--- config.mk ---
export PLATFORM = sky130hd
export DESIGN_NAME = ecou_mul
export DESIGN_NICKNAME = d
export VERILOG_FILES = /design/src/rtl/core/ecou_pkg.sv /design/src/rtl/core/ecou_mul.sv
export SDC_FILE = /design/constraint.sdc
export NUM_CORES = 2
export LEC_CHECK = 0
export ABC_AREA = 0
export BUFFER_PORTS_ARGS = -buffer_cell sky130_fd_sc_hd__buf_4
export CAP_MARGIN = 20
export CORE_ASPECT_RATIO = 1.75
export CORE_UTILIZATION = 40
export DETAILED_ROUTE_END_ITERATION = 8
export MAX_ROUTING_LAYER = met4
export PLACE_DENSITY = 0.6
export SKIP_CTS_REPAIR_TIMING = 1
export SYNTH_ARGS = -nofsm -noshare
export SYNTH_HDL_FRONTEND = slang
export SYNTH_SLANG_ARGS = --single-unit
--- constraint.sdc ---
create_clock -name clk -period 10.6 [get_ports clk]
set_clock_uncertainty 0.05 [all_clocks]
set_input_delay 1.06 -clock clk [delete_from_list [all_inputs] [get_ports clk]]
set_output_delay 1.06 -clock clk [all_outputs]
set_load 0.01 [all_outputs]
--- src/rtl/core/ecou_pkg.sv ---
`default_nettype none

package ecou_pkg;

  // shared multiplier operand and product widths
  localparam int MUL_W    = 33;
  localparam int PROD_W   = 2 * MUL_W;
  // vector components, Q1.14
  localparam int VEC_W    = 16;
  // floored cross product component, sum of squares, its root, quotient
  localparam int CROSS_W  = 30;
  localparam int SUMSQ_W  = 58;
  localparam int LEN_W    = 29;
  localparam int QUO_W    = 15;
  localparam int QCNT_W   = $clog2(QUO_W);
  localparam int SQ_ITER  = SUMSQ_W / 2;
  localparam int SCNT_W   = $clog2(SQ_ITER);

  // input modes
  localparam logic [1:0] MODE_LOOK  = 2'd0;
  localparam logic [1:0] MODE_MOVE  = 2'd1;
  localparam logic [1:0] MODE_PLACE = 2'd2;

  // configuration register indexes
  localparam logic [2:0] REG_UP_X      = 3'd0;
  localparam logic [2:0] REG_UP_Y      = 3'd1;
  localparam logic [2:0] REG_UP_Z      = 3'd2;
  localparam logic [2:0] REG_PITCH_GAIN = 3'd3;
  localparam logic [2:0] REG_YAW_GAIN  = 3'd4;

  // sine polynomial coefficients and fixed-point constants
  localparam logic [16:0] SIN_A   = 17'd25736;
  localparam logic [16:0] SIN_B   = 17'd10512;
  localparam logic [16:0] SIN_C   = 17'd1160;
  localparam logic [16:0] Q14_ONE = 17'd16384;
  localparam logic [16:0] STEP_K  = 17'd1966;
  localparam logic [31:0] QUARTER = 32'h4000_0000;
  localparam logic [31:0] HALF    = 32'h8000_0000;

  typedef logic signed [VEC_W-1:0] vec_t;

endpackage

`default_nettype wire

--- src/rtl/core/ecou_mul.sv ---
`default_nettype none

module ecou_mul
  import ecou_pkg::*;
(
  input  wire logic                     clk,
  input  wire logic signed [MUL_W-1:0]  a,
  input  wire logic signed [MUL_W-1:0]  b,
  output logic signed [PROD_W-1:0]      p_r
);

  always_ff @(posedge clk) begin
    p_r <= a * b;
  end

endmodule

`default_nettype wire

After elaboration in Yosys (flattened, before gate mapping)
Cells that the tools add are included.
{ "totals": {"latchBits": 0, "ff_bits": 66, "romBits": 0, "out_inout_bits": 66, "n_memories": 0, "mem_bits_rw": 0, "elab_cells": 2, "inputBits": 67} }
{ "classes": {"multipliers": 1, "n_bitwise": 0, "reduce_logical": 0, "div_mod_pow": 0, "magnitude_cmp": 0, "n_eq_ne": 0, "n_mux": 0, "shift": 0, "add_sub_neg": 0} }
{ "ops": {"columns": ["operator", "count"], "rows": [
  ["$mul A33 B33 Y66", 1]
]} }

Logic depth before layout (Yosys ltp)
{ "depth": {"depth_word": 1, "ltp_mapped": 27, "ltp_nobuf": 26} }

Worst setup path after synthesis
No wires, ideal clock.
{ "synth_timing": {"path_kind": "input to register", "startpoint": "in a[32]", "endpoint": "reg p_r[62]", "arrival_ns": 8.217, "slack_ns": 2.254, "path_stages": 23, "t_required_ns": 10.471, "setup_ns": 0.079, "path_buffers": 2, "cell_sequence": "clkbuf_1 > nand2_1 > inv_1 > fa_1 > fa_1 > fa_1 > fa_1 > fa_1 > fa_1 > fa_1 > inv_1 > fa_1 > inv_1 > ha_1 > clkbuf_1 > and3_1 > nand3_1 > nand2b_1 > a2111oi_4 > a211oi_4 > a21o_2 > a21o_1 > a211oi_2"} }
{ "synth_between": {"elab_chain_cells": 1} }
{ "synth_rtl": {"columns": ["element", "line", "rtl"], "rows": [
  ["from (decl)", "ecou_mul.sv:7", "input wire logic signed [MUL_W-1:0] a,"],
  ["$mul A33 B33 Y66", "ecou_mul.sv:13", "p_r <= a * b;"],
  ["to (signal assigned)", "ecou_mul.sv:13", null],
  ["to (decl)", "ecou_mul.sv:9", "output logic signed [PROD_W-1:0] p_r"]
]} }
Every way passes these cells.

Final worst setup path
{ "layout_timing": {"startpoint": "in b[0]", "endpoint": "reg p_r[62]"} }
{ "layout_between": {"elab_chain_cells": 1} }
{ "layout_rtl": {"columns": ["element", "line", "rtl"], "rows": [
  ["from (decl)", "ecou_mul.sv:8", "input wire logic signed [MUL_W-1:0] b,"],
  ["$mul A33 B33 Y66", "ecou_mul.sv:13", null]
]} }
Every way passes these cells.

==> flow_metrics.env <==
export IMPL_reg_largest_list="p_r (66)"
export IMPL_post_place_ws_ns=1.28
export IMPL_fin_crit_sh_pct=84.1
export IMPL_place_congestion=0.960
export IMPL_drcViolationCount=0
export IMPL_syn_to_final_growth_pct=5.38
export IMPL_vias=29100
export IMPL_core_um2=101000
export IMPL_start_util_pct=40.4
export IMPL_grt_pass1_vias=33500
export IMPL_crit_fanout=33
export IMPL_cp_arrival_ns=9.15
export IMPL_worst_ep_required_time_ns=10.84
export IMPL_synth_area_leaders="fa_1, inv_1, and2_1"
export IMPL_ys_seq_area_share_pct=3.24
export IMPL_viasPerCell=5.20
export IMPL_status="finished, final reports clean"
export IMPL_cap_violations=0
export IMPL_largest_register_ffs=66
export IMPL_synth_cell_types=80
export IMPL_ys_ff_latch=66
export IMPL_finalSetupViolations=0
export IMPL_endpoint_kind="register"
export IMPL_cts_max_level=3
export IMPL_fin_util_pct=42.6
export IMPL_cts_root_buf="clkbuf_16"
export IMPL_synth_edf_count=0
export IMPL_grt_max_degree=34
export IMPL_synthFlopType="dfxtp_1"
export IMPL_cts_made_buffers=9
export IMPL_ys_warn_count=0
export IMPL_synth_area_per_cell_um2=9.39
export IMPL_fp_dieW_um=243
export IMPL_synthesis_area_um2=40700
export IMPL_io_pins=133
export IMPL_grt_overflow=0
export IMPL_fmax_mhz=112
export IMPL_dr_pass1_iters=5
export IMPL_worstSetupPathType="in -> reg"
export IMPL_dieArea_um2=103000
export IMPL_synth_top_area_cell="fa_1"
export IMPL_clk_pin_slew_ns=0.07
export IMPL_antenna_found_initial=6
export IMPL_synth_common_cells="fa_1, inv_1, and2_1, nand2_1, ha_1"
export IMPL_finalMaxSlewViolations=0
export IMPL_design_area_um2=42900
export IMPL_grt_pass1_wl_um=197000
export IMPL_setup_slack_ns=1.69
export IMPL_dpl_hpwl_um=105000
export IMPL_rsz0062_at_grt="false"
export IMPL_period_minus_slack_ns=8.91
export IMPL_wl_per_cell_um=23.2
export IMPL_hold_violations=0
export IMPL_yosysTopAreaCellShare_pct=56.3
export IMPL_dr_first_iter_drc_count=1323
export IMPL_clock_sinks=66
export IMPL_place_area_um2=42500
export IMPL_die_y_um=424
export IMPL_grt_total_usage_pct=26.9
export IMPL_synthArstFlopShare_pct=0
export IMPL_start_kind="input pin"
export IMPL_wl_um=130000
export IMPL_regMostFlops="p_r"
export IMPL_layout_drive_gt1_share_pct=4.40
export IMPL_syn_inst=4338
export IMPL_ant_nets=0
export IMPL_max_slew_worst_pin_slew_ns=1.00
export IMPL_slew_headroom_pct=33.1
export IMPL_tns_ns=0
export IMPL_cts_tree="built"
export IMPL_io_buffers=132
export IMPL_hold_path_class="in -> reg"
export IMPL_row_count=154
export IMPL_synth_most_common_cell="fa_1"
export IMPL_nets=5692
export IMPL_synth_nets=5767
export IMPL_cts_path_max_buffers=2
-- cell families after synthesis --
| logic type | share of synthesized area (%) |
|---|---|
| xor+xnor | 1.46 |
| simple gates | 15.8 |
| buf+inv | 12.5 |
| fa+ha+maj | 62.9 |
| compound gates | 4.07 |
| flops | 3.24 |
-- placed cells by master (no fill, tap or decap), drive strengths merged, types with 8 or more instances in the layout --
cell    count
clkbuf      9
nand3      26
o21bai     11
inv      1134
nand2     551
a21o       38
ha        217
and2      563
fa       1145
xnor2      43
nor2       68
dfxtp      66
nand4      12
a21oi      61
xor2       25
nand2b     12
o21ai      33
a211oi     11
diode       8
a31oi       9
buf       135
-- routing by layer --
| layer | GRT usage, % | up-vias | routed length [µm] |
|---|---|---|---|
| met5 | - | - | 0 |
| met4 | 25.8 | 0 | 15700 |
| met3 | 2.80 | 512 | 5340 |
| met2 | 49.3 | 1002 | 72000 |
| met1 | 23.7 | 15400 | 37100 |
| li1 | - | 12200 | - |
-- critical path, stage by stage --
cell and delay (ns):
buf_4 0.34, nand2_1 0.15, inv_1 0.15, fa_1 0.51
fa_1 0.63, fa_1 0.68, fa_1 1.26, fa_1 0.59
fa_1 0.52, fa_1 0.51, inv_1 0.05, fa_1 0.47
inv_1 0.04, ha_1 0.43, and3_1 0.19, nand3_1 0.16
nand2b_1 0.30, a2111oi_4 0.36, a211oi_4 0.11, a21o_2 0.25
a21o_1 0.16, a211oi_2 0.17
-- path summary, 6_finish.rpt --
check | startpoint | end | slack, ns | cells after the start
worst min-delay path | b[0] | p_r[0] | 1.12 | 2
worst max-delay path | b[0] | p_r[62] | 1.69 | 22
-- metrics by stage --
stage	hold WS [ns]	cells
2_1_floorplan	1.14	4338
3_3_place_gp	1.40	5576
3_5_place_dp	1.40	5576
4_1_cts	1.11	5592
5_1_grt	1.12	5599
6_report	1.12	5602
-- cell type report --
| cell class | count | area (µm²) |
|---|---|---|
| Antenna cell | 8 | 20.0 |
| Clock inverter | 7 | 82.6 |
| Tap cell | 1326 | 1660 |
| Clock buffer | 9 | 225 |
| Inverter | 1131 | 4250 |
| Sequential cell | 66 | 1320 |
| Fill cell | 10000 | 57900 |
| Multi-Input combinational cell | 2920 | 34300 |
| Timing Repair Buffer | 135 | 1050 |
Power is left out: the tool's default activity adds up to more than one toggle a clock period on the data nets, which glitch-free logic cannot reach.
