--- src/rtl/core/ecou_pkg.sv ---
`default_nettype none

package ecou_pkg;

  // shared multiplier operand and product widths
  localparam int MUL_W    = 33;
  localparam int PROD_W   = 2 * MUL_W;
  // vector components, Q1.14
  localparam int VEC_W    = 16;
  // floored cross product component, sum of squares, its root, quotient
  localparam int CROSS_W  = 30;
  localparam int SUMSQ_W  = 58;
  localparam int LEN_W    = 29;
  localparam int QUO_W    = 15;
  localparam int QCNT_W   = $clog2(QUO_W);
  localparam int SQ_ITER  = SUMSQ_W / 2;
  localparam int SCNT_W   = $clog2(SQ_ITER);

  // input modes
  localparam logic [1:0] MODE_LOOK  = 2'd0;
  localparam logic [1:0] MODE_MOVE  = 2'd1;
  localparam logic [1:0] MODE_PLACE = 2'd2;

  // configuration register indexes
  localparam logic [2:0] REG_UP_X      = 3'd0;
  localparam logic [2:0] REG_UP_Y      = 3'd1;
  localparam logic [2:0] REG_UP_Z      = 3'd2;
  localparam logic [2:0] REG_PITCH_GAIN = 3'd3;
  localparam logic [2:0] REG_YAW_GAIN  = 3'd4;

  // sine polynomial coefficients and fixed-point constants
  localparam logic [16:0] SIN_A   = 17'd25736;
  localparam logic [16:0] SIN_B   = 17'd10512;
  localparam logic [16:0] SIN_C   = 17'd1160;
  localparam logic [16:0] Q14_ONE = 17'd16384;
  localparam logic [16:0] STEP_K  = 17'd1966;
  localparam logic [31:0] QUARTER = 32'h4000_0000;
  localparam logic [31:0] HALF    = 32'h8000_0000;

  typedef logic signed [VEC_W-1:0] vec_t;

endpackage

`default_nettype wire

--- src/rtl/core/ecou_isqrt.sv ---
`default_nettype none

module ecou_isqrt
  import ecou_pkg::*;
(
  input  wire logic               clk,
  input  wire logic               rst_n,
  input  wire logic               start,
  input  wire logic [SUMSQ_W-1:0] radicand,
  output logic [LEN_W-1:0]        root,
  output logic                    done
);

  localparam logic [SUMSQ_W-1:0] BIT0 = {2'b01, {(SUMSQ_W-2){1'b0}}};

  logic [SUMSQ_W-1:0] v_r, r_r, bit_r;
  logic [SCNT_W-1:0]  cnt_r;
  logic               run_r, done_r;
  logic [SUMSQ_W-1:0] trial;

  assign trial = r_r + bit_r;
  assign root  = r_r[LEN_W-1:0];
  assign done  = done_r;

  always_ff @(posedge clk) begin
    if (!rst_n) begin
      run_r  <= 1'b0;
      done_r <= 1'b0;
    end else begin
      done_r <= 1'b0;
      if (start) begin
        v_r   <= radicand;
        r_r   <= '0;
        bit_r <= BIT0;
        cnt_r <= SCNT_W'(SQ_ITER - 1);
        run_r <= 1'b1;
      end else if (run_r) begin
        if (v_r >= trial) begin
          v_r <= v_r - trial;
          r_r <= (r_r >> 1) + bit_r;
        end else begin
          r_r <= r_r >> 1;
        end
        bit_r <= bit_r >> 2;
        cnt_r <= cnt_r - 1'b1;
        if (cnt_r == '0) begin
          run_r  <= 1'b0;
          done_r <= 1'b1;
        end
      end
    end
  end

endmodule

`default_nettype wire

--- config.mk ---
export PLATFORM = sky130hd
export DESIGN_NAME = ecou_isqrt
export DESIGN_NICKNAME = d
export VERILOG_FILES = /design/src/rtl/core/ecou_pkg.sv /design/src/rtl/core/ecou_isqrt.sv
export SDC_FILE = /design/constraint.sdc
export NUM_CORES = 1
export LEC_CHECK = 0
export BUFFER_PORTS_ARGS = -buffer_cell sky130_fd_sc_hd__clkbuf_2
export CAP_MARGIN = 40
export CORE_UTILIZATION = 30
export DETAILED_ROUTE_END_ITERATION = 7
export SYNTH_ARGS = -nofsm -noshare
export SYNTH_HDL_FRONTEND = slang
export SYNTH_SLANG_ARGS = --single-unit
--- constraint.sdc ---
create_clock -name clk -period 8.5 [get_ports clk]
set_clock_uncertainty 0.05 [all_clocks]
set_input_delay 2.55 -clock clk [delete_from_list [all_inputs] [get_ports clk]]
set_output_delay 2.55 -clock clk [all_outputs]
set_load 0.02 [all_outputs]
Word level (Yosys, flattened, before mapping)
Cells that the tools add are included.
{"block": "classes", "n_addsub": 4, "magnitude_cmp": 1, "muxes": 11, "bitwise_logic": 2, "n_reduce_logical": 6}
{"cell": "$mux W58", "count": 5}
{"cell": "$add A57 B57 Y58", "count": 1}
{"cell": "$add A58 B57 Y58", "count": 1}
{"cell": "$ge A58 B58 Y1", "count": 1}
{"cell": "$sub A58 B58 Y58", "count": 1}
{"cell": "$mux W57", "count": 1}
{"cell": "$logic_not A5 Y1", "count": 1}
{"cell": "$mux W5", "count": 1}
{"cell": "$sub A5 B1 Y5 const B", "count": 1}
{"cell": "$mux W1", "count": 4}
{"cell": "$reduce_bool A2 Y1", "count": 2}
{"cell": "$reduce_and A3 Y1", "count": 1}
{"cell": "$reduce_or A3 Y1", "count": 1}
{"cell": "$not A1 Y1", "count": 2}
{"cell": "$reduce_and A2 Y1", "count": 1}
{"block": "word_totals", "register_bits": 152, "inputBits": 61, "out_inout_bits": 30, "elab_cells": 30}

Longest topological paths before layout
Gate-level depths: netlist (run 1).
{"block": "logic_depth", "ltp_word": 5, "depth_mapped": 25, "mapped_depth_nobuf": 23}

Worst setup path after synthesis (run 1)
Ideal clock, no wire load.
{"block": "synth_timing", "path_kind": "reg2reg", "start": "reg r_r[2]", "end": "reg v_r[0] (enable)", "setup_time_ps": 493, "arrival_ps": 7705, "required_ps": 7957, "slack_ps": 252, "stages_incl_launch_ff": 22, "path_buffers": 2, "synth_period_minus_slack_ps": 8248, "cell_sequence": "edfxtp_1 ha_1 and3_1 or4_1 a311oi_2 nor3_1 o31a_1 a211o_1 a21oi_2 o31a_4 o211ai_2 xnor2_1 ha_1 clkbuf_1 nand2_1 or4_1 nor3_1 nand3_1 nand2_1 nor2_1 buf_2 a21oi_1"}
{"block": "synth_between", "elab_chain_cells": 4}
{"element": "from (decl)", "line_no": "ecou_isqrt.sv:16", "text": "logic [SUMSQ_W-1:0] v_r, r_r, bit_r;"}
{"element": "from (signal assigned)", "line_no": "ecou_isqrt.sv:40", "text": "r_r <= (r_r >> 1) + bit_r;"}
{"element": "from (signal assigned)", "line_no": "ecou_isqrt.sv:42", "text": "r_r <= r_r >> 1;"}
{"element": "$add A58 B57 Y58", "line_no": "ecou_isqrt.sv:21", "text": "assign trial = r_r + bit_r;"}
{"element": "$ge A58 B58 Y1", "line_no": "ecou_isqrt.sv:38", "text": "if (v_r >= trial) begin"}
{"element": "$reduce_bool A2 Y1 (no line)"}
{"element": "$reduce_and A3 Y1 (no line)"}
{"element": "to (signal assigned)", "line_no": "ecou_isqrt.sv:32", "text": "v_r <= radicand;"}
{"element": "to (signal assigned)", "line_no": "ecou_isqrt.sv:39", "text": "v_r <= v_r - trial;"}
{"element": "to (decl)", "line_no": "ecou_isqrt.sv:16"}
No other way between the ends.
A chain may end at the register's enable or synchronous reset.

Worst setup path after layout (run 1)
{"block": "layout_timing", "start": "reg r_r[0]", "end": "reg v_r[18] (enable)"}
Same word-level chain as after synthesis.

==> results.ini, run 1 <==
[critical_path]
crit_type = flip-flop to flip-flop
worstPathMaxFanout = 25
critical-path-top-delay-family = compound AO/OA/AOI/OAI gates
crit_path_top_delay_cell = a21oi_4
worstPathRequired_ns = 8.58
crit_path_start_kind = flip-flop
critPathCaptureType = flip-flop
crit_path_cell_trace = ha_1 > ha_1 > a21oi_1 > o21bai_1 > a31oi_1 > o21ai_1 > a211oi_1 > o21ai_0 > nor2b_1 > o21ai_0 > xor2_1 > ha_1 > and2_1 > and2_1 > nand3_1 > a211o_1 > a21oi_1 > o21ai_2 > a211oi_4 > buf_4 > nor2_1 > a21oi_4 > buf_4
worstPathArrival_ns = 7.12
slowest_delay_ns = 0.64
r2r_slack_ns = 1.46
path_common_cell = ha_1
crit_buf_inv = 2

[yosys]
yosys_warnings = 0
synth-async-reset-ratio = 0
syn-num-nets = 1789
synthSimpleGateAreaFrac = 0.189
synth_top_family_by_area = compound AO/OA/AOI/OAI gates
syn_area_sq_mm = 0.0138
synth_edf_count = 150
synth_fa_ha_area_frac = 0.109
yosysSeqAreaShare = 0.329
ys_ff_latch = 152
synthMuxAreaShare = 0.00163
netlist.area_leader.share = 0.326
synth-compound-area-share = 0.226
synth-xor-area-share = 0.103
synth.area.top_cells = edfxtp_1 33%, ha_1 11%, xor2_1 5.5%, nand2_1 5.3%, xnor2_1 4.8%
ys_types = 68
syn_avg_cell_area_sq_um = 8.59
ys.flop_type = edfxtp_1
syn_inst = 1608
synth_top_area_cell = edfxtp_1

[power_and_ir_drop]
total_power_w = 0.00351
p_leak_nw = 5.86
p_int_w = 0.00206
power_frac_clock = 0.228
swShare = 0.414
power_density_mw_per_mm2 = 230
pwr-share-seq = 0.301
peakVddDrop_v = 0.000136
comb_power_share = 0.472
p_sw_w = 0.00145

[floorplan]
ioPinCount = 91
core_area_sq_mm = 0.0454
rows = 78
start_util = 0.304
die_height_microns = 217
die-area_sq_mm = 0.0469
die_width_microns = 217

[global_routing]
antenna_found_initial = 1
first_global_vias = 11700
grt_max_degree = 76
track_usage = 0.177
grt_first_pass_wirelength_mm = 65.0
grt_overflow = 0

[routing]
detail_route.wl_per_cell_microns = 18.5
ant_nets = 0
firstDrtPassIters = 5
totalWireLength_mm = 41.6
route.detailed.drc = 0
first_iter_violations = 1148
route.vias.total = 12200
via_per_inst = 5.45

[placement]
dpl_cell_area_sq_mm = 0.0147
globalplace.congestion = 0.960
portBuffers = 90
dp_hpwl_mm = 32.2
detailedPlace.worstSlack_ns = 1.62
dpl.cell_count = 2214

[clock_network]
cts_htree_levels = 4
cts_buffers = 17
clock_sinks = 152
cts_setup_buffers = 0
clock_path_buffers = 2
cts_tree = built
postCtsHoldBufs = 0
clock_latency_ns = 0.46
cts-root-buf = clkbuf_16
cts_resized = 0
path_clk_slew_ns = 0.07

[cells_and_area]
multi_input_area_sq_mm = 0.00869
drive_above_1_share = 0.0948
nNetsFinal = 1814
antenna_cells = 0
ff_latch_area_sq_mm = 0.00454
fillers = 4761
finalNonFillerCells = 2245
fin_area_sq_mm = 0.0152
syn_to_final_growth_pct = 10.3

[sta]
tns_ns = 0
fmax_mhz = 142
finalCritPeriodShare = 0.828
worst_slew_margin_rel = 0.379
setup_ws_ns = 1.46
grt_setup_unrepaired = no
final-hold-violation-count = 0
min_period_ns = 7.04
tightestPinTransition_ns = 0.909
setup_viol = 0
maxSlewViolCount = 0

[run_status]
outcome = complete, no violations

[job]
maxCapViolCount = 0

[worst_hold_path]
min_path_type = flip-flop to flip-flop

-- cells in the mapped netlist, types with 37 or more instances --
cell      count
a21oi_1     104
nand3_1      41
clkbuf_1     54
ha_1        119
nand2_1     194
xnor2_1      75
a21o_1       45
a31oi_1      42
o21ai_1      37
nor2b_1      53
edfxtp_1    150
nor2_1      135
o21ai_0     102
xor2_1       87
-- state kept, by name, summed over array words and instances, names as in the netlist --
signal  flops
bit_r      29
cnt_r       5
done        1
r_r        58
run_r       1
v_r        58
-- stage by stage --
stage / hold WS (ns) / util
finish: 0.442 / 0.336
global route: 0.454 / 0.336
floorplan: 0.397 / -
global placement: 0.413 / 0.322
detailed placement: 0.430 / 0.323
CTS: 0.447 / 0.336
-- final timing paths --
path / from / to / depth (start not counted)
min: run_r / done / 1
min reg2reg: run_r / done / 1
max: r_r[0] / v_r[18] / 23
max reg2reg: r_r[0] / v_r[18] / 23
-- worst register-to-register path, stage by stage, from the launching register on --
cell and delay [ns]:
edfxtp_1 0.41, ha_1 0.23, ha_1 0.20, a21oi_1 0.20
o21bai_1 0.12, a31oi_1 0.36, o21ai_1 0.22, a211oi_1 0.51
o21ai_0 0.23, nor2b_1 0.17, o21ai_0 0.20, xor2_1 0.15
ha_1 0.43, and2_1 0.22, and2_1 0.17, nand3_1 0.14
a211o_1 0.30, a21oi_1 0.38, o21ai_2 0.20, a211oi_4 0.22
buf_4 0.37, nor2_1 0.16, a21oi_4 0.64, buf_4 0.45
-- layout by cell type (no fill, tap or decap), drive strengths merged, types with 7 or more instances in the layout --
cell type / instances
and2: 17
nand2b: 11
o211ai: 9
nand4: 32
a21oi: 105
inv: 29
o22ai: 7
nand3: 41
clkinv: 8
xnor2: 75
or3: 7
nand2: 194
a21o: 45
a31oi: 42
a31o: 14
o21bai: 28
o21a: 14
and3: 14
a211oi: 32
clkbuf: 107
xor2: 87
nor2: 135
ha: 119
nor2b: 53
edfxtp: 150
buf: 12
o21ai: 140
nor3: 31
-- cell families (layout without fill, tap and decap cells) --
kind of cell	after synthesis	in the layout
AO/OA/AOI/OAI	490	490
XOR/XNOR	162	162
adder cells (fa/ha/maj)	120	120
buffers and inverters	124	161
flip-flops	152	152
multiplexers	2	2
AND/OR/NAND/NOR	558	558
-- power groups by stage --
stage / Combinational (W) / Clock (W) / Sequential, W
finish: 0.00166 / 0.000799 / 0.00106
global route: 0.00183 / 0.000835 / 0.00107
CTS: 0.00164 / 0.000807 / 0.00106
detailed placement: 0.00163 / 0 / 0.00107
global placement: 0.00161 / 0 / 0.00107
floorplan: 0.00125 / 0 / 0.00103
-- cell type report --
class                           count  share of cell area
Inverter                           29             0.00722
Tap cell                          600              0.0493
Clock inverter                     13              0.0101
Timing Repair Buffer              101              0.0367
Clock buffer                       18              0.0282
Multi-Input combinational cell   1332               0.570
Sequential cell                   152               0.298
-- per-layer routing --
layer  track usage  share of wire  vias up
li1              -              -     5962
met1         0.243           0.47     5856
met2         0.281           0.46      382
met3        0.0393          0.065       44
met4        0.0432          0.014        0
met5             0              0        -
(Power assumes the default switching activity.)
==> run 2, diff against run 1 <==
Clock period 8.5 ns to 6.67 ns, I/O delays scaled along.
==> run 2 against run 1 <==
Against the previous run: wire length increased by 0.48%; flip-flop and latch count unchanged; critical path depth decreased by 1; core utilization increased by 0.26 points; cell count increased by 0.27%.
==> results.ini, run 2 (synthesized netlist as in run 1, its figures left out) <==
[sta]
maxSlewViolCount = 0  ; unchanged
tns_ns = 0  ; unchanged
worst_slew_margin_rel = 0.402  ; was 0.379
finalCritPeriodShare = 0.934  ; was 0.828
min_period_ns = 6.23  ; was 7.04 ns
tightestPinTransition_ns = 0.875  ; was 0.909 ns
final-hold-violation-count = 0  ; unchanged
grt_setup_unrepaired = no  ; unchanged
fmax_mhz = 160  ; was 142 MHz
setup_viol = 0  ; unchanged

[clock_network]
clock_path_buffers = 2  ; unchanged
clock_latency_ns = 0.46  ; about the same
postCtsHoldBufs = 0  ; unchanged
cts_tree = built  ; unchanged
path_clk_slew_ns = 0.07  ; about the same
cts_buffers = 17  ; unchanged
cts-root-buf = clkbuf_16  ; unchanged
cts_htree_levels = 4  ; unchanged
clock_sinks = 152  ; unchanged

[run_status]
outcome = complete, no violations  ; unchanged

[global_routing]
first_global_vias = 11800  ; was 11,700
grt_max_degree = 93  ; was 76
track_usage = 0.178  ; was 0.177
antenna_found_initial = 2  ; was 1
grt_overflow = 0  ; unchanged
grt_first_pass_wirelength_mm = 65.3  ; was 65.0 mm

[cells_and_area]
largestRegisters = r_r (58), v_r (58), bit_r (29)  ; unchanged
fillers = 4774  ; was 4,761
syn_to_final_growth_pct = 11.2  ; was 10.3%
layout_common_cells = 194 x nand2_1, 150 x edfxtp_1, 135 x nor2_1  ; unchanged
drive_above_1_share = 0.0987  ; was 0.0948
final_common_cell = nand2_1  ; unchanged
finish.utilization = 0.338  ; was 0.336
finalNonFillerCells = 2251  ; was 2,245
antenna_cells = 0  ; unchanged
nNetsFinal = 1821  ; was 1,814

[critical_path]
worstPathMaxFanout = 24  ; was 25
r2r_cells = 22  ; was 23
worstPathArrival_ns = 6.47  ; was 7.12 ns
worstPathRequired_ns = 6.90  ; was 8.58 ns
critPathCaptureType = flip-flop  ; unchanged
crit_type = flip-flop to flip-flop  ; unchanged
crit_path_start_kind = flip-flop  ; unchanged

[job]
maxCapViolCount = 0  ; unchanged

[floorplan]
core_area_sq_mm = 0.0454  ; unchanged
die_height_microns = 217  ; unchanged
start_util = 0.304  ; unchanged
ioPinCount = 91  ; unchanged
die_width_microns = 217  ; unchanged
rows = 78  ; unchanged
die-area_sq_mm = 0.0469  ; unchanged

[power_and_ir_drop]
power_density_mw_per_mm2 = 294  ; was 230 mW/mm^2
total_power_w = 0.00451  ; was 0.00351 W
peakVddDrop_v = 0.000158  ; was 0.000136 V
p_leak_nw = 5.91  ; was 5.86 nW

[worst_hold_path]
min_path_type = flip-flop to flip-flop  ; unchanged
hold_depth = 1  ; unchanged

[placement]
globalplace.congestion = 0.923  ; was 0.960
dp_hpwl_mm = 32.6  ; was 32.2 mm
portBuffers = 90  ; unchanged
dpl.cell_count = 2221  ; was 2,214

[routing]
totalWireLength_mm = 41.8  ; was 41.6 mm
route.detailed.drc = 0  ; unchanged
detail_route.wl_per_cell_microns = 18.6  ; was 18.5 microns
first_iter_violations = 907  ; was 1,148
firstDrtPassIters = 5  ; unchanged
via_per_inst = 5.46  ; was 5.45
ant_nets = 0  ; unchanged
route.vias.total = 12300  ; was 12,200

## run 2: cell types whose count changed in the layout (fill, tap and decap cells not counted)
cell,before,now
a211oi_1,31,30
a211oi_2,0,1
buf_12,2,3
buf_16,0,1
buf_2,2,0
buf_4,7,14
bufinv_16,3,4
clkinv_2,4,2
clkinvlp_4,2,1
inv_6,1,2
## run 2: area by class of cell
cell class / instances / area [sq um] / share of cell area
clock inverters: 12 / 175 / 0.0114
inverters: 29 / 110 / 0.00717
flip-flops and latches: 152 / 4540 / 0.296
clock buffers: 18 / 429 / 0.0279
multi-input cells: 1332 / 8700 / 0.566
repair buffers: 108 / 649 / 0.0423
well taps: 600 / 751 / 0.0489
## run 2: per-layer routing
metal  wire [microns]  up-vias  GRT usage
met2            18400      380      0.276
li1                 -     5983          -
met4             1080        2     0.0582
met3             3050       58     0.0473
met1            19200     5859      0.240
met5               11        -          0
## run 2: where the power goes
| group | switching [W] | internal (W) |
|---|---|---|
| logic | 0.00129 | 0.000823 |
| clock network | 0.000437 | 0.000622 |
| registers | 0.000115 | 0.00123 |
## run 2: metrics by stage
stage | hold slack (ns) | area (sq um) | setup slack, ns
final | 0.439 | 15400 | 0.437
after global routing | 0.453 | 15400 | 0.0415
after floorplan | 0.397 | 13800 | 0.346
after detailed placement | 0.420 | 14700 | 0.445
after CTS | 0.438 | 15400 | 0.416
after global placement | 0.414 | 14700 | 0.618
## run 2: path summary, 6_finish.rpt
path | startpoint | end | slack [ns]
max | r_r[2] | r_r[22] | 0.44
min | run_r | done | 0.44
max reg2reg | r_r[2] | r_r[22] | 0.44
min reg2reg | run_r | done | 0.44
## run 2: worst max-delay path: stages, from the launching register on
cell      delay (ns)
edfxtp_1        0.46
ha_1            0.37
and3_1          0.17
or4_1           0.45
a311oi_2        0.31
nor3_1          0.11
o31a_1          0.33
a211o_1         0.37
a21oi_2         0.26
o31a_4          0.22
o211ai_2        0.09
xnor2_1         0.15
ha_1            0.47
nand2_1         0.11
or4_1           0.61
nor3_1          0.21
nand3_1         0.13
nand2_1         0.11
buf_4           0.33
or2_2           0.22
buf_4           0.23
nor2_1          0.06
a211oi_1        0.23
## run 2: what timing repair did
item	4_1_cts	5_1_grt
gates resized for setup	0	1
endpoints found under the setup margin	0	51
buffers inserted	0	0
