`config.mk`:
```
export PLATFORM = sky130hd
export DESIGN_NAME = ecou_div
export DESIGN_NICKNAME = d
export VERILOG_FILES = /design/src/rtl/core/ecou_pkg.sv /design/src/rtl/core/ecou_div.sv
export SDC_FILE = /design/constraint.sdc
export NUM_CORES = 1
export LEC_CHECK = 0
export BUFFER_PORTS_ARGS = -buffer_cell sky130_fd_sc_hd__buf_2
export CORE_UTILIZATION = 35
export CTS_BUF_LIST = sky130_fd_sc_hd__clkbuf_8 sky130_fd_sc_hd__clkbuf_16
export DETAILED_ROUTE_END_ITERATION = 10
export SLEW_MARGIN = 15
export SYNTH_ARGS = -nofsm -noshare
export SYNTH_HDL_FRONTEND = slang
export SYNTH_SLANG_ARGS = --single-unit
```
`constraint.sdc`:
```
create_clock -name clk -period 2.9 [get_ports clk]
set_input_delay 0.29 -clock clk [delete_from_list [all_inputs] [get_ports clk]]
set_output_delay 0.29 -clock clk [all_outputs]
set_load 0.05 [all_outputs]
```
`src/rtl/core/ecou_pkg.sv`:
```
`default_nettype none

package ecou_pkg;

  // shared multiplier operand and product widths
  localparam int MUL_W    = 33;
  localparam int PROD_W   = 2 * MUL_W;
  // vector components, Q1.14
  localparam int VEC_W    = 16;
  // floored cross product component, sum of squares, its root, quotient
  localparam int CROSS_W  = 30;
  localparam int SUMSQ_W  = 58;
  localparam int LEN_W    = 29;
  localparam int QUO_W    = 15;
  localparam int QCNT_W   = $clog2(QUO_W);
  localparam int SQ_ITER  = SUMSQ_W / 2;
  localparam int SCNT_W   = $clog2(SQ_ITER);

  // input modes
  localparam logic [1:0] MODE_LOOK  = 2'd0;
  localparam logic [1:0] MODE_MOVE  = 2'd1;
  localparam logic [1:0] MODE_PLACE = 2'd2;

  // configuration register indexes
  localparam logic [2:0] REG_UP_X      = 3'd0;
  localparam logic [2:0] REG_UP_Y      = 3'd1;
  localparam logic [2:0] REG_UP_Z      = 3'd2;
  localparam logic [2:0] REG_PITCH_GAIN = 3'd3;
  localparam logic [2:0] REG_YAW_GAIN  = 3'd4;

  // sine polynomial coefficients and fixed-point constants
  localparam logic [16:0] SIN_A   = 17'd25736;
  localparam logic [16:0] SIN_B   = 17'd10512;
  localparam logic [16:0] SIN_C   = 17'd1160;
  localparam logic [16:0] Q14_ONE = 17'd16384;
  localparam logic [16:0] STEP_K  = 17'd1966;
  localparam logic [31:0] QUARTER = 32'h4000_0000;
  localparam logic [31:0] HALF    = 32'h8000_0000;

  typedef logic signed [VEC_W-1:0] vec_t;

endpackage

`default_nettype wire

```
`src/rtl/core/ecou_div.sv`:
```
`default_nettype none

module ecou_div
  import ecou_pkg::*;
(
  input  wire logic             clk,
  input  wire logic             rst_n,
  input  wire logic             start,
  input  wire logic [LEN_W-1:0] dividend,
  input  wire logic [LEN_W-1:0] divisor,
  output logic [QUO_W-1:0]      quotient,
  output logic                  done
);

  // dividend never exceeds divisor, so quotient of dividend * 2^14 fits QUO_W bits
  logic [LEN_W:0]     rem_r;
  logic [LEN_W-1:0]   den_r;
  logic [QUO_W-1:0]   q_r;
  logic [QCNT_W-1:0]  cnt_r;
  logic               run_r, done_r;
  logic               ge;
  logic [LEN_W:0]     diff;

  assign ge       = rem_r >= {1'b0, den_r};
  assign diff     = rem_r - {1'b0, den_r};
  assign quotient = q_r;
  assign done     = done_r;

  always_ff @(posedge clk) begin
    if (!rst_n) begin
      run_r  <= 1'b0;
      done_r <= 1'b0;
    end else begin
      done_r <= 1'b0;
      if (start) begin
        rem_r <= {1'b0, dividend};
        den_r <= divisor;
        q_r   <= '0;
        cnt_r <= QCNT_W'(QUO_W - 1);
        run_r <= 1'b1;
      end else if (run_r) begin
        rem_r <= ge ? {diff[LEN_W-1:0], 1'b0} : {rem_r[LEN_W-1:0], 1'b0};
        q_r   <= {q_r[QUO_W-2:0], ge};
        cnt_r <= cnt_r - 1'b1;
        if (cnt_r == '0) begin
          run_r  <= 1'b0;
          done_r <= 1'b1;
        end
      end
    end
  end

endmodule

`default_nettype wire

```
; Word level (Yosys, flattened, before mapping)
; Cells that the tools add are included.
[word_totals]
ff_bits = 80
input_bits = 61
wordCells = 26
[classes]
n_addsub = 2
order_cmp = 1
n_mux = 9
bitwise = 2
n_reduce_logical = 5
[ops]
columns = operator, n
row1 = 30-bit 2-to-1 mux, 2
row2 = 30-bit by 29-bit greater-or-equal comparator with 1-bit output, 1
row3 = 29-bit 2-to-1 mux, 1
row4 = 29-bit subtractor, 1
row5 = 15-bit 2-to-1 mux, 1
row6 = 4-bit logical NOT, 1
row7 = 1-bit 2-to-1 mux, 4
row8 = 4-bit 2-to-1 mux, 1
row9 = 2-bit AND reduction, 2
row10 = "4-bit by 1-bit subtractor with 4-bit output, second input constant", 1
row11 = 3-bit OR reduction, 1
row12 = 1-bit inverter, 2
row13 = 2-bit nonzero test, 1

; Depth between registers and ports, before layout
; Gate-level depths: netlist of the first run.
[logic_depth]
depth_word = 4
mapped_depth = 16
depth_no_buf = 14

; Least setup slack after synthesis of the first run
; No wires, ideal clock.
[synth_timing]
path_kind = reg-to-reg
startpoint = register rem_r[0]
endpoint = register rem_r[2], data pin
setup_ns = 0.266
arrival_time_ns = 2.892
path_slack_ns = -0.259
path_stages_with_launch = 16
path_buffers = 2
synth_period_minus_slack_ns = 3.159
cell_sequence = edfxtp_1 inv_1 ha_1 inv_1 fa_1 a21oi_1 o211ai_1 a221oi_2 o211ai_2 a21boi_1 o21bai_1 a41oi_2 buf_4 buf_4 mux2i_1 o21ai_1
[synth_between]
elab_chain_cells = 4
elab_cells_between_ends = 5
cone_classes = add/sub (1) / order compare (1) / mux (3)
[synth_rtl]
columns = element, line
row1 = from (decl), ecou_div.sv:16  ; logic [LEN_W:0] rem_r;
row2 = from (signal assigned), ecou_div.sv:36  ; rem_r <= {1'b0, dividend};
row3 = from (signal assigned), ecou_div.sv:42  ; rem_r <= ge ? {diff[LEN_W-1:0], 1'b0} : {rem_r[LEN_W-1:0], 1'b0};
row4 = 29-bit subtractor / 30-bit by 29-bit greater-or-equal comparator with 1-bit output (equally long branches), "ecou_div.sv:25, ecou_div.sv:24"
row5 = 30-bit 2-to-1 mux (*), ecou_div.sv:42
row6 = 30-bit 2-to-1 mux (*), ecou_div.sv:41  ; end else if (run_r) begin
row7 = 29-bit 2-to-1 mux (*), ecou_div.sv:35  ; if (start) begin
; Mark *: on every way between the ends. The rest lies on a longest branch, timed or not. The select of a mux whose other input is x is not followed.
; A chain may end at the register's enable or synchronous reset.

; Worst setup path after layout of the first run
[layout_timing]
startpoint = register rem_r[0]
endpoint = register rem_r[24], data pin
; The elaborated chain is that of the path after synthesis.

==> results of run 1 <==
## metrics by stage
| stage | instances | TNS (ns) | setup slack [ns] | total power [W] |
|---|---|---|---|---|
| after CTS | 773 | -6.49 | -0.275 | 0.00362 |
| after detailed placement | 753 | -5.77 | -0.260 | 0.00249 |
| after global routing | 780 | -12.81 | -0.514 | 0.00386 |
| after floorplan | 475 | -1.39 | -0.0828 | 0.00216 |
| final | 780 | -5.84 | -0.280 | 0.00366 |
| after global placement | 753 | -2.74 | -0.155 | 0.00248 |
## worst reg2reg max path, delay by kind of cell, from the launching register on
kind	cells	cell delay (ns)
DFF	1	0.40
AOI/OAI and AO/OA	7	1.28
adders and majority gates	2	0.52
and+or+nand+nor	2	0.14
buffers and inverters	4	0.43
muxes	1	0.27
## flip-flops by register name (all words and copies together) (netlist names)
register and count:
cnt_r 4, den_r 29, done 1, quotient 15, rem_r 30, run_r 1
## cell usage after synthesis (all sizes together) (2+ instances only)
cell type | n | share of area [%]
a2111oi | 2 | 0.36
a211oi | 11 | 1.8
a21boi | 2 | 0.31
a21o | 18 | 2.8
a21oi | 41 | 4.2
a221o | 2 | 0.41
a31oi | 4 | 0.52
and2 | 2 | 0.26
and3 | 4 | 0.52
buf | 7 | 0.85
clkbuf | 12 | 0.93
dfxtp | 2 | 0.83
edfxtp | 78 | 48
ha | 30 | 7.8
inv | 47 | 3.6
mux2 | 6 | 1.4
mux2i | 3 | 0.62
nand2 | 33 | 2.6
nand2b | 7 | 0.90
nand3 | 12 | 1.2
nor2 | 32 | 2.5
nor2b | 22 | 2.8
nor3 | 8 | 0.83
nor4 | 3 | 0.39
o211ai | 2 | 0.41
o21a | 7 | 1.1
o21ai | 34 | 3.5
o21bai | 3 | 0.47
or3 | 2 | 0.26
xnor2 | 17 | 3.1
xor2 | 6 | 1.1
## power by group through the flow
stage,combinational [W],sequential (W),clock (W)
2_1_floorplan,0.000669,0.00149,0
3_3_place_gp,0.00103,0.00145,0
3_5_place_dp,0.00104,0.00145,0
4_1_cts,0.00108,0.00143,0.00112
5_1_grt,0.00125,0.00144,0.00116
6_report,0.00114,0.00143,0.00109
## final timing paths
path | from | end | slack (ns) | cells past startpoint
setup / recovery | rem_r[0] | rem_r[24] | -0.28 | 16
setup reg to reg | rem_r[0] | rem_r[24] | -0.28 | 16
hold reg to reg | run_r | done | 0.44 | 2
hold / removal | divisor[27] | den_r[27] | 0.11 | 1
## logic make-up after synthesis
| group | after synthesis | synth area share [%] |
|---|---|---|
| DFF | 80 | 49.2 |
| xor gates and xnor gates | 23 | 4.16 |
| and+or+nand+nor | 133 | 13.6 |
| buffers and inverters | 67 | 5.50 |
| muxes | 9 | 2.02 |
| adders and majority gates | 31 | 8.17 |
| AOI/OAI and AO/OA | 132 | 17.3 |
## layout by cell type, fill, tap and decap left out, types with 9 or more instances in the layout
master,count
buf_2,78
edfxtp_1,78
buf_4,48
inv_1,46
a21oi_1,40
nand2_1,33
nor2_1,30
ha_1,26
nor2b_1,22
o21ai_0,19
a21o_1,18
xnor2_1,17
o21ai_1,12
nand3_1,11
clkbuf_16,9
## area by class of cell
cell class | instances | area, µm²
well taps | 176 | 220
flip-flops and latches | 80 | 2380
multi-input cells | 328 | 2310
clock inverters | 7 | 57.6
fillers | 1294 | 7140
inverters | 48 | 180
clock buffers | 9 | 225
repair buffers | 132 | 836
## timing repair
| item | in CTS | in global routing |
|---|---|---|
| cloned | 1 | 1 |
| pin swaps | 1 | 3 |
| endpoints found under the setup margin | 30 | 30 |
| setup buffers | 3 | 6 |
| resized for setup | 6 | 25 |
## layer usage
layer  wire (µm)  global-route usage (%)  share of wire, %  up-vias
met5           0                       0                 0        -
li1            -                       -                 -     1954
met4         200                    5.63               1.8        0
met2        5160                    25.3                46       94
met1        5420                    22.2                48     1792
met3         500                    4.13               4.4       19
==> metrics, run 1 <==
status finished with violations; failing checks setup timing; clock net sink count 80; H-tree Lvls 3; Sw Ratio roughly a third; Synth Cell Area approximately 4800 µm²; CP bufs+invs 4; row cnt 42; Tightest Pin Transition around 0.43 ns; Rel. slew slack a little over 70%; Flop pwr share about two fifths; P&R area growth vs syn 28.2%; maximum operating frequency 314 MHz; I/O pin total 77; cts bufs inserted 9; ys flop type edfxtp_1; kind of critical path flip-flop to flip-flop; Pins Over Slew Limit 0; # port buffers 76; vias in the first global route around 3700; WL final roughly 11 mm; antenna-violating nets left 0; Synth Instances between 400 and 500; Final Core Density a little under half; worst hold margin 0.109 ns; final setup fails 30; Hold Fails Final Rpt 0; min cycle time layout between 3 and 4 ns; ANT cells 0; gr usage total roughly 16%; worst-skew pair later-pin latency ~0.36 ns; CP max FO 6; die area ~14000 µm²; Initial DRC Count 221; TritonCTS clock tree built; sequential-to-total area share from yosys stat between 40% and 50%; Clk pwr share about 30%; syn_area_per_cell roughly 10 µm²; Peak VDD IR ~300 µV; initial core utilization 36.3%; first-pass GRT wire length approximately 18 mm; CP delay by family, top compound AO/OA/AOI/OAI gates; synthesized flop and latch total 80; Die W ~120 µm; drt wl/cell ~14 µm; die height between 100 and 150 µm; asr flop ratio synth 0%; ratio of final minimum period to clock period 110%; Yosys cell types 53; synth warn 0; Crit path required time a little over 3 ns; fraction of layout cells with a size suffix above 1 ~29%; core footprint between 10000 and 15000 µm²; Vias/cell approximately 4.9; routability congestion estimate roughly 0.86; RSZ-0062 raised after global routing true; PwrDens roughly 590 nW/µm²; Nets slightly below 700; max incr delay on CP 0.40 ns; remaining global-route overflow 0; Worst path slowest cell edfxtp_1; largest net degree at the start of global routing between 40 and 50; EDFF count, synth 78; TritonRoute pass-1 iters 4; Pleak between 2 and 3 nW; worst path cell trace inv_1 > ha_2 > inv_2 > fa_2 > a21oi_2 > o211ai_1 > a221oi_2 > o211ai_2 > a21boi_2 > o21bai_2 > a41oi_4 > buf_4 > buf_6 > nor3b_1 > mux2_2 > nor2_1; CTS Hold Buffers Added 0; fin area 6210 µm²; Net Count, Synth 567; Worst Path Arrival roughly 3.4 ns; via count ~3900; placed cell areas 5740 µm²; Remaining DRCs 0; Critical Path Sink Type flip-flop; final worst slack -0.280 ns; Worst setup SP type flip-flop; type of the worst min-delay path input pin to flip-flop; Gate power share approximately 31%; max-cap violations 0; CTS clk-pin slew, worst paths 0.07 ns; NetSw 0.00115 W; Max clock buf depth 2; Fin Clk Skew between 0.01 and 0.015 ns; CTS root buf clkbuf_16; antenna violations before repair 0; hpwl dp around 7.9 mm; cell-internal power roughly 0.0025 W
(Power assumes the default switching activity.)
==> run 2, diff against run 1 <==
--- a/config.mk
+++ b/config.mk
@@ -5,10 +5,12 @@
 export SDC_FILE = /design/constraint.sdc
 export NUM_CORES = 1
 export LEC_CHECK = 0
+export ABC_AREA = 1
 export BUFFER_PORTS_ARGS = -buffer_cell sky130_fd_sc_hd__buf_2
 export CORE_UTILIZATION = 35
 export CTS_BUF_LIST = sky130_fd_sc_hd__clkbuf_8 sky130_fd_sc_hd__clkbuf_16
 export DETAILED_ROUTE_END_ITERATION = 10
+export GPL_TIMING_DRIVEN = 0
 export SLEW_MARGIN = 15
 export SYNTH_ARGS = -nofsm -noshare
 export SYNTH_HDL_FRONTEND = slang
==> run 2 against run 1 <==
Against the previous run: the run ends with DRC left; cell area increased by 8.0%; power is 4.6% higher; register-to-register slack improved by 0.52 ns; core utilization down 4.1 points; hold slack got worse by 0.010 ns; maximum frequency increased by 20%; non-clock buffer count down 42; setup slack gained 0.52 ns; sequential power about the same; via count increased by 28%.
==> metrics, run 2 <==
FF+latch area 2380 µm² (unchanged); commonest non-fill, non-tap cell in the layout nand2_1; Worst Path Arrival 2.78 ns (-0.61 ns); min cycle time layout 2.66 ns (-0.522 ns); antenna violations before repair 0 (unchanged); maximum operating frequency 376 MHz (+20%); H-tree Lvls 3 (unchanged); synth warn 0 (unchanged); clock net sink count 80 (unchanged); simple-gate area share of the yosys netlist 33.7% (+20 points); I/O pin total 77 (unchanged); via count 4955 (+28%); PwrDens 571 nW/µm² (-3.2%); routability congestion estimate 0.876 (+1.3%); area fraction of the dominant cell type after synthesis 41.5% (-6.9 points); hpwl dp 11.7 mm (+48%); largest family of logic cells by synthesized area simple AND/OR/NAND/NOR gates; die height 129 µm (+7.9%); core footprint 15800 µm² (+19%); status finished with violations; Worst setup SP type flip-flop; row cnt 46 (+9.5%); type of the worst min-delay path input pin to flip-flop; worst-skew pair later-pin latency 0.36 ns (about the same); Pleak 3.44 nW (+29%); Yosys cell types 33 (-38%); cts bufs inserted 9 (unchanged); ratio of final minimum period to clock period 91.7% (-18 points); CTS clk-pin slew, worst paths 0.07 ns (about the same); die area 16700 µm² (+16%); # port buffers 75 (-1.3%); Critical Path Sink Type flip-flop; count leader, synth nand2_1; Die W 129 µm (+7.9%); R2R depth 17 (+1); Sw Ratio 33.5% (+2.1 points); Area contributors post-synth edfxtp_1 (41%), nand2_1 (19%), inv_1 (9.8%); cell-internal power 0.00255 W (+1.4%); Pwr Total 0.00383 W (+4.6%); fraction of layout cells with a size suffix above 1 13.0% (-16 points); CP max FO 10 (+4); final setup fails 0 (-100%); max-cap violations 0 (unchanged); Clk pwr share 33.8% (+4.0 points); Worst Hold Endpoint den_r[25]; min-delay src divisor[25]; WL final 14.9 mm (+32%); Synth Cell Area 5650 µm² (+17%); worst path cell trace inv_1 > ha_1 > inv_1 > fa_2 > nand2_1 > nand3_1 > nand3_1 > nand2_1 > nand2_1 > nand2_1 > nand2_1 > nand3_2 > buf_6 > buf_6 > nand3_1 > nand3_1 > nand2_1; EDFF count, synth 78 (unchanged); CP bufs+invs 4 (unchanged); RR Endpoint rem_r[21]; Rel. slew slack 40.7% (-30 points); post-synthesis mux area share 0% (-2.0 points); Net Count, Synth 877 (+55%); asr flop ratio synth 0% (unchanged); vias in the first global route 4915 (+33%); synthesized flop and latch total 80 (unchanged); Flop pwr share 37.2% (-1.9 points); NetSw 0.00128 W (+11%); post-CTS setup buffer count 0 (-3); syn_area_per_cell 7.20 µm² (-29%); CTS root buf clkbuf_16; list of most frequent post-synthesis cells nand2_1 (289), inv_1 (147), edfxtp_1 (78), nor2_1 (75), nand3_1 (48); Worst path slowest cell edfxtp_1; max incr delay on CP 0.36 ns (-0.04 ns); Peak VDD IR 387 µV (+26%); RSZ-0062 raised after global routing false; Initial DRC Count 248 (+12%); area leader, netlist edfxtp_1; initial core utilization 35.7% (-0.57 points); Nets 965 (+40%); Synth Instances 785 (+65%); Pins Over Slew Limit 0 (unchanged); max reg flops 30 (unchanged); sequential-to-total area share from yosys stat 42.2% (-7.1 points); remaining global-route overflow 0 (unchanged); kind of critical path flip-flop to flip-flop; most frequent cells in the layout nand2_1 (289), inv_1 (146), edfxtp_1 (78); Tightest Pin Transition 0.885 ns (+0.460 ns); Most flops, register rem_r; CP delay by family, top simple AND/OR/NAND/NOR gates; Crit path required time 3.02 ns (-0.09 ns); CTS Hold Buffers Added 0 (unchanged); TritonCTS clock tree built; TritonRoute pass-1 iters 8 (+4); reg2reg start rem_r[0]; Max clock buf depth 2 (unchanged); Hold Fails Final Rpt 0 (unchanged); Multi-input gate area 2650 µm² (+15%); Remaining DRCs 1 (+1); ANT cells 0 (unchanged); drt wl/cell 13.6 µm (-5.9%); antenna-violating nets left 0 (unchanged); Resized Gates After CTS 0 (-6); Gate power share 29.0% (-2.1 points); P&R area growth vs syn 18.6%; Final Core Density 42.4% (-4.1 points); largest net degree at the start of global routing 31 (-26%); first-pass GRT wire length 24.3 mm (+34%); Fin Clk Skew 0.00909 ns (-0.00116 ns); r2r setup slk 0.24 ns (+0.52 ns); failing checks DRC; Layout fillers 1697 (+31%); setup TNS 0 ns (+5.84 ns); area share of fa/ha/maj cells after synthesis 7.00% (-1.2 points); Most common cell on crit path nand2_1; hold path depth 1 (unchanged); ys flop type edfxtp_1; Synth Area in XOR/XNOR 2.02% (-2.1 points); Vias/cell 4.53 (-8.5%); Compound-Gate Fraction of Synth Area 3.74% (-14 points); gr usage total 19.6% (+3.2 points)
-- run 2: cell count changes after synthesis, sizes merged, moves of 8 or more --
cell / change
a211oi: -11
a21o: -18
a21oi: -18
inv: +102
nand2: +260
nand3: +37
nand3b: +9
nand4: +8
nor2: +48
nor2b: -22
o21ai: -19
-- run 2: per-layer routing --
metal	GRT usage, %	vias up	routed length (µm)
met5	0	-	0
met4	5.95	0	216
met3	4.54	14	793
met2	33.2	92	6940
met1	24.9	2225	6950
li1	-	2624	-
-- run 2: how the worst max path moves through the flow --
| stage | start | endpoint | depth (start not counted) |
|---|---|---|---|
| floorplan | start | cnt_r[0] | 3 |
| global placement | start | run_r | 5 |
| detailed placement | rem_r[0] | rem_r[22] | 17 |
| CTS | rem_r[0] | rem_r[22] | 17 |
| global route | rem_r[0] | rem_r[22] | 17 |
| finish | rem_r[0] | rem_r[21] | 17 |
-- run 2: cell type report --
type | count | area share, %
clock buffers | 9 | 3.36
repair buffers | 77 | 6.42
inverters | 150 | 8.40
well taps | 216 | 4.03
clock inverters | 7 | 1.62
plain buffers | 13 | 1.16
multi-input cells | 542 | 39.5
flip-flops and latches | 80 | 35.5
-- run 2: worst register-to-register path, stage by stage, from the launching register on --
cell and delay (ns):
edfxtp_1 0.36, inv_1 0.05, ha_1 0.18, inv_1 0.12
fa_2 0.25, nand2_1 0.08, nand3_1 0.11, nand3_1 0.08
nand2_1 0.14, nand2_1 0.06, nand2_1 0.14, nand2_1 0.09
nand3_2 0.09, buf_6 0.18, buf_6 0.18, nand3_1 0.13
nand3_1 0.12, nand2_1 0.05
-- run 2: stage by stage --
step / area, µm² / setup slack (ns) / hold WS (ns) / cells
after global routing: 6700 / 0.0182 / 0.0877 / 1094
after detailed placement: 6360 / 0.206 / 0.468 / 1078
after CTS: 6700 / 0.187 / 0.0862 / 1094
after global placement: 6300 / -1.06 / 0.467 / 1076
final: 6700 / 0.242 / 0.0988 / 1094
after floorplan: 5650 / 0.170 / 0.389 / 785
-- run 2: power groups by stage --
stage | clock network [W] | registers [W] | logic (W)
after global routing | 0.00137 | 0.00144 | 0.00127
after detailed placement | 0 | 0.00145 | 0.00112
after CTS | 0.00133 | 0.00143 | 0.00112
after global placement | 0 | 0.00145 | 0.00109
after floorplan | 0 | 0.00148 | 0.000765
final | 0.00129 | 0.00142 | 0.00111
-- run 2: cell families (layout without fill, tap and decap cells) --
family,Yosys count,in the layout
xor gates and xnor gates,13,13
buffers and inverters,163,256
DFF,80,80
AOI/OAI and AO/OA,41,41
and+or+nand+nor,457,457
adders and majority gates,31,31
